[src/rtl/dscf_alu.sv]
// Shared wide add/subtract unit used by the multiply, root and divide steps.
// No dependencies.
module dscf_alu #(
    parameter int W = 100
) (
    input  logic [W-1:0] a,
    input  logic [W-1:0] b,
    input  logic         sub,
    output logic [W-1:0] y,
    output logic         co
);

    logic [W:0] full;

    always_comb
    begin
        if (sub)
        begin
            full = {1'b0, a} - {1'b0, b};
        end
        else
        begin
            full = {1'b0, a} + {1'b0, b};
        end
    end

    assign y  = full[W-1:0];
    assign co = full[W];   // borrow when subtracting

endmodule
[config.mk]
export PLATFORM = sky130hd
export DESIGN_NAME = dscf_alu
export DESIGN_NICKNAME = d
export VERILOG_FILES = /design/src/rtl/dscf_alu.sv
export SDC_FILE = /design/constraint.sdc
export NUM_CORES = 1
export LEC_CHECK = 0
export CAP_MARGIN = 20
export CORE_MARGIN = 5
export CORE_UTILIZATION = 60
export DETAILED_ROUTE_END_ITERATION = 10
export DONT_BUFFER_PORTS = 1
export PLACE_DENSITY = 0.85
export SYNTH_ARGS = -nofsm -noshare
export SYNTH_HDL_FRONTEND = slang
export SYNTH_SLANG_ARGS = --single-unit
[constraint.sdc]
create_clock -name vclk -period 8.5
set_clock_uncertainty 0.05 [all_clocks]
set_input_delay 0.85 -clock vclk [all_inputs]
set_output_delay 0.85 -clock vclk [all_outputs]
set_load 0.1 [all_outputs]
* After elaboration in Yosys (flattened, before gate mapping) *
Index checks and enable logic that the tools add are counted.

word-level totals
  input port bits = 201
  word-level logic and storage cells = 3
  bits in registers = 0
  output and inout port bits = 101

operators by class
  $add $sub $neg = 2
  muxes and demuxes = 1

operators by type and width
  cell                             number
  adder 100 x 100 -> 101 bit       1
  two-way mux 101 bit              1
  subtractor 100 x 100 -> 101 bit  1

* Longest topological paths before layout *
  word-level depth = 2
  gate-level depth with buffers = 23
  mapped depth without buffers = 22

* Worst setup path before layout *
Ideal clock, no wire load.

  path kind = in2out
  from = input port b[14]
  to = output port y[95]
  arrival time = 7.254 ns
  required time = 7.600 ns
  cell stages on the path = 20
  slack = 0.346 ns
  buffers on the path = 1
  cells stage by stage = or4_1 > nor4b_4 > and4b_1 > buf_4 > and3b_4 > nand2_4 > nor3_4 > nor4b_2 > a21oi_1 > xnor2_1 > ha_1 > a21o_1 > a21o_1 > a21oi_1 > o21bai_1 > a21o_1 > a21o_1 > a21oi_1 > mux2_2 > a311oi_1

on the way
  cells in the longest elaborated chain, start to end = 2
  elaborated cells on any way between the ends = 3
  classes of those cells = add/sub (2); mux (1)

RTL lines
  item                                                                                  line    RTL
  start, declared                                                                       7       input logic [W-1:0] b,
  adder 100 x 100 -> 101 bit / subtractor 100 x 100 -> 101 bit (equally long branches)  23, 19
  two-way mux 101 bit *                                                                 17      if (sub)
  end, declared                                                                         9       output logic [W-1:0] y,

Every way passes the cells marked *; elsewhere a longest branch is shown, timed or not.

* Final worst setup path *
  from = input port b[4]
  to = output port y[74]

Same word-level chain as after synthesis.

==> flow_summary.ini <==
[logic_synthesis]
yosys.area.top_type = ha_1
avgSynthCellArea_um2 = 6.374
synth_xor_xnor_area_share_pct = 18.28
yosys_warnings = 0
syn_inst = 1421
synth_top_family_by_area = compound AO/OA/AOI/OAI gates
synth_compound_area_share_pct = 32.74
yosysSeqAreaShare_pct = 0
synth.area.mux_share_pct = 0.4697
yosys.area.top_type_share_pct = 13.95
syn-num-nets = 1724
synthesis.area_mm2 = 0.009057
synthSimpleGateAreaFrac_pct = 30.38
yosys.area_share.adder_pct = 14.17
netlist_top_cells_area = ha_1 14%, xnor2_1 14%, a21oi_1 12%, nor2_1 7.1%, nand2_1 5.6%
ys_types = 81

[timing]
hold_violations = 0
worst_pin_slew_ns = 1.179
maxSlewViolCount = 0
whs_ns = 2.106
finalSetupViolations = 0
rsz0062_at_grt = false
fin_crit_sh_pct = 95.39
setup_tns_ns = 0
layout_min_cycle_time_ns = 8.108
max_slew_margin_pct = 21.31
fmax_mhz = 123.3

[power]
powerDensity_mw_per_mm2 = 240.8
power_mw = 2.572
p_leak_nw = 4.422
peakVddDrop_mv = 0.2460

[layout]
finalNonFillerCells = 1659
n_sequential_cell = 0
post-route-util_pct = 71.30
fillers = 1306
nets = 1776
regArea_um2 = 0
clockBufferCount = 0
drive_gt1_share_pct = 15.91
synthToLayoutAreaGrowth_pct = 17.90
antennaDiodeCount = 0

[critical_path]
crit_fanout = 9
required_ns = 7.60
arrival_ns = 7.21
end_kind = output pin
cp-start-kind = input pin
crit_type = in2out

[global_route]
overflow = 0
antenna_found_initial = 0
grt_pass1_wl_um = 58430
track_usage_pct = 40.41
grt_pass1_vias = 11069
grt_max_degree = 91

[place]
dp_cells = 1659
place.gp.congestion = 1.158
hpwl_um = 32820
buffer_ports.inserted = 0

[die]
die_x_um = 132.9
die_h_um = 132.9
num_rows = 45
die-area_mm2 = 0.01765
io_pins = 302
core_mm2 = 0.01498
start_util_pct = 60.48

[drt]
drt_pass1_iterations = 6
wl_per_cell_um = 23.02
drc = 0
ant_nets = 0
wl_um = 38190
viasPerCell = 7.002
vias = 11617
drt_iter0_drc = 1468

[run_status]
status = complete, no violations

[flow_run]
drv_cap = 0

[clock_network]
cts_setup_buffers = 0
holdBufCountCts = 0
post_cts_resized = 0

[hold_path]
hold_path_class = in2out
[cell usage in the layout, fill, tap and decap left out, types with 15 or more instances in the layout]
cell / synthesis / final
xnor2_2: 0 / 58
o21bai_1: 32 / 32
buf_4: 1 / 92
nor2b_1: 15 / 15
xnor2_1: 140 / 82
o21ai_0: 92 / 92
nand4_1: 38 / 38
nor3_1: 58 / 56
inv_1: 49 / 49
xor2_1: 49 / 16
nor4_1: 21 / 21
a21o_1: 43 / 43
nor2_1: 172 / 172
nand3_1: 16 / 16
xor2_2: 0 / 33
a21oi_1: 212 / 212
nand2_1: 134 / 134
ha_1: 101 / 101
a31oi_1: 15 / 15
nand2b_1: 15 / 15
[cells by family (layout without fill, tap and decap cells)]
family	count (synthesis)	count (layout)
adder cells (fa/ha/maj)	102	102
multiplexers	4	4
buffers and inverters	94	144
XOR/XNOR	189	189
AND/OR/NAND/NOR	546	546
AO/OA/AOI/OAI	486	486
[area by class of cell]
| type | instances | area [um2] | area share [%] |
|---|---|---|---|
| multi-input cells | 1327 | 9487 | 88.83 |
| well taps | 188 | 235.2 | 2.203 |
| repair buffers | 95 | 773.2 | 7.241 |
| inverters | 49 | 183.9 | 1.722 |
[per-layer routing]
metal | routed length [um] | vias up | track usage (%)
met4 | 2426 | 0 | 19.46
li1 | - | 5314 | -
met5 | 0 | - | 0
met1 | 13930 | 5221 | 49.92
met2 | 16830 | 907 | 66.06
met3 | 5004 | 175 | 9.544
[power by group]
group          internal [mW]  switching, mW
registers                  0              0
logic                  0.642           1.93
clock network              0              0
[stage by stage]
stage	area, um2	worst slack, ns
floorplan	9057	0.3464
global placement	10650	0.5830
detailed placement	10680	0.6179
CTS	10680	0.5982
global route	10680	0.07934
finish	10680	0.3917
[worst paths after layout]
check	startpoint	end	slack (ns)	cells after the start
setup / recovery	b[4]	y[74]	0.39	19
hold / removal	b[0]	y[0]	2.11	2
[synth_stat cells (8+ instances only)]
master    instances
nor3_1           58
ha_1            101
o21bai_1         32
a211oi_1          9
or3_1            10
nand2_1         134
xor2_1           49
nand2b_1         15
xnor2_1         140
nor2_1          172
a21o_1           43
nor4_1           21
nand4_1          38
a21oi_1         212
nand3_1          16
a31oi_1          15
inv_1            49
a221oi_1          8
or4_1             8
o21ai_0          92
clkbuf_1         40
nor2b_1          15
[critical path, stage by stage]
cell,delay [ns]
or4_4,0.55
and4bb_2,0.43
nand4b_2,0.35
or2_1,0.37
o21ai_1,0.34
o21ai_1,0.34
xnor2_1,0.22
ha_1,0.44
nand2_1,0.10
nor2_1,0.41
nand4_1,0.15
nor4_1,0.45
o211ai_1,0.22
and3_1,0.33
o31ai_1,0.58
a21oi_1,0.25
o21ai_1,0.34
xor2_2,0.17
buf_4,0.31
(Power assumes the default switching activity.)
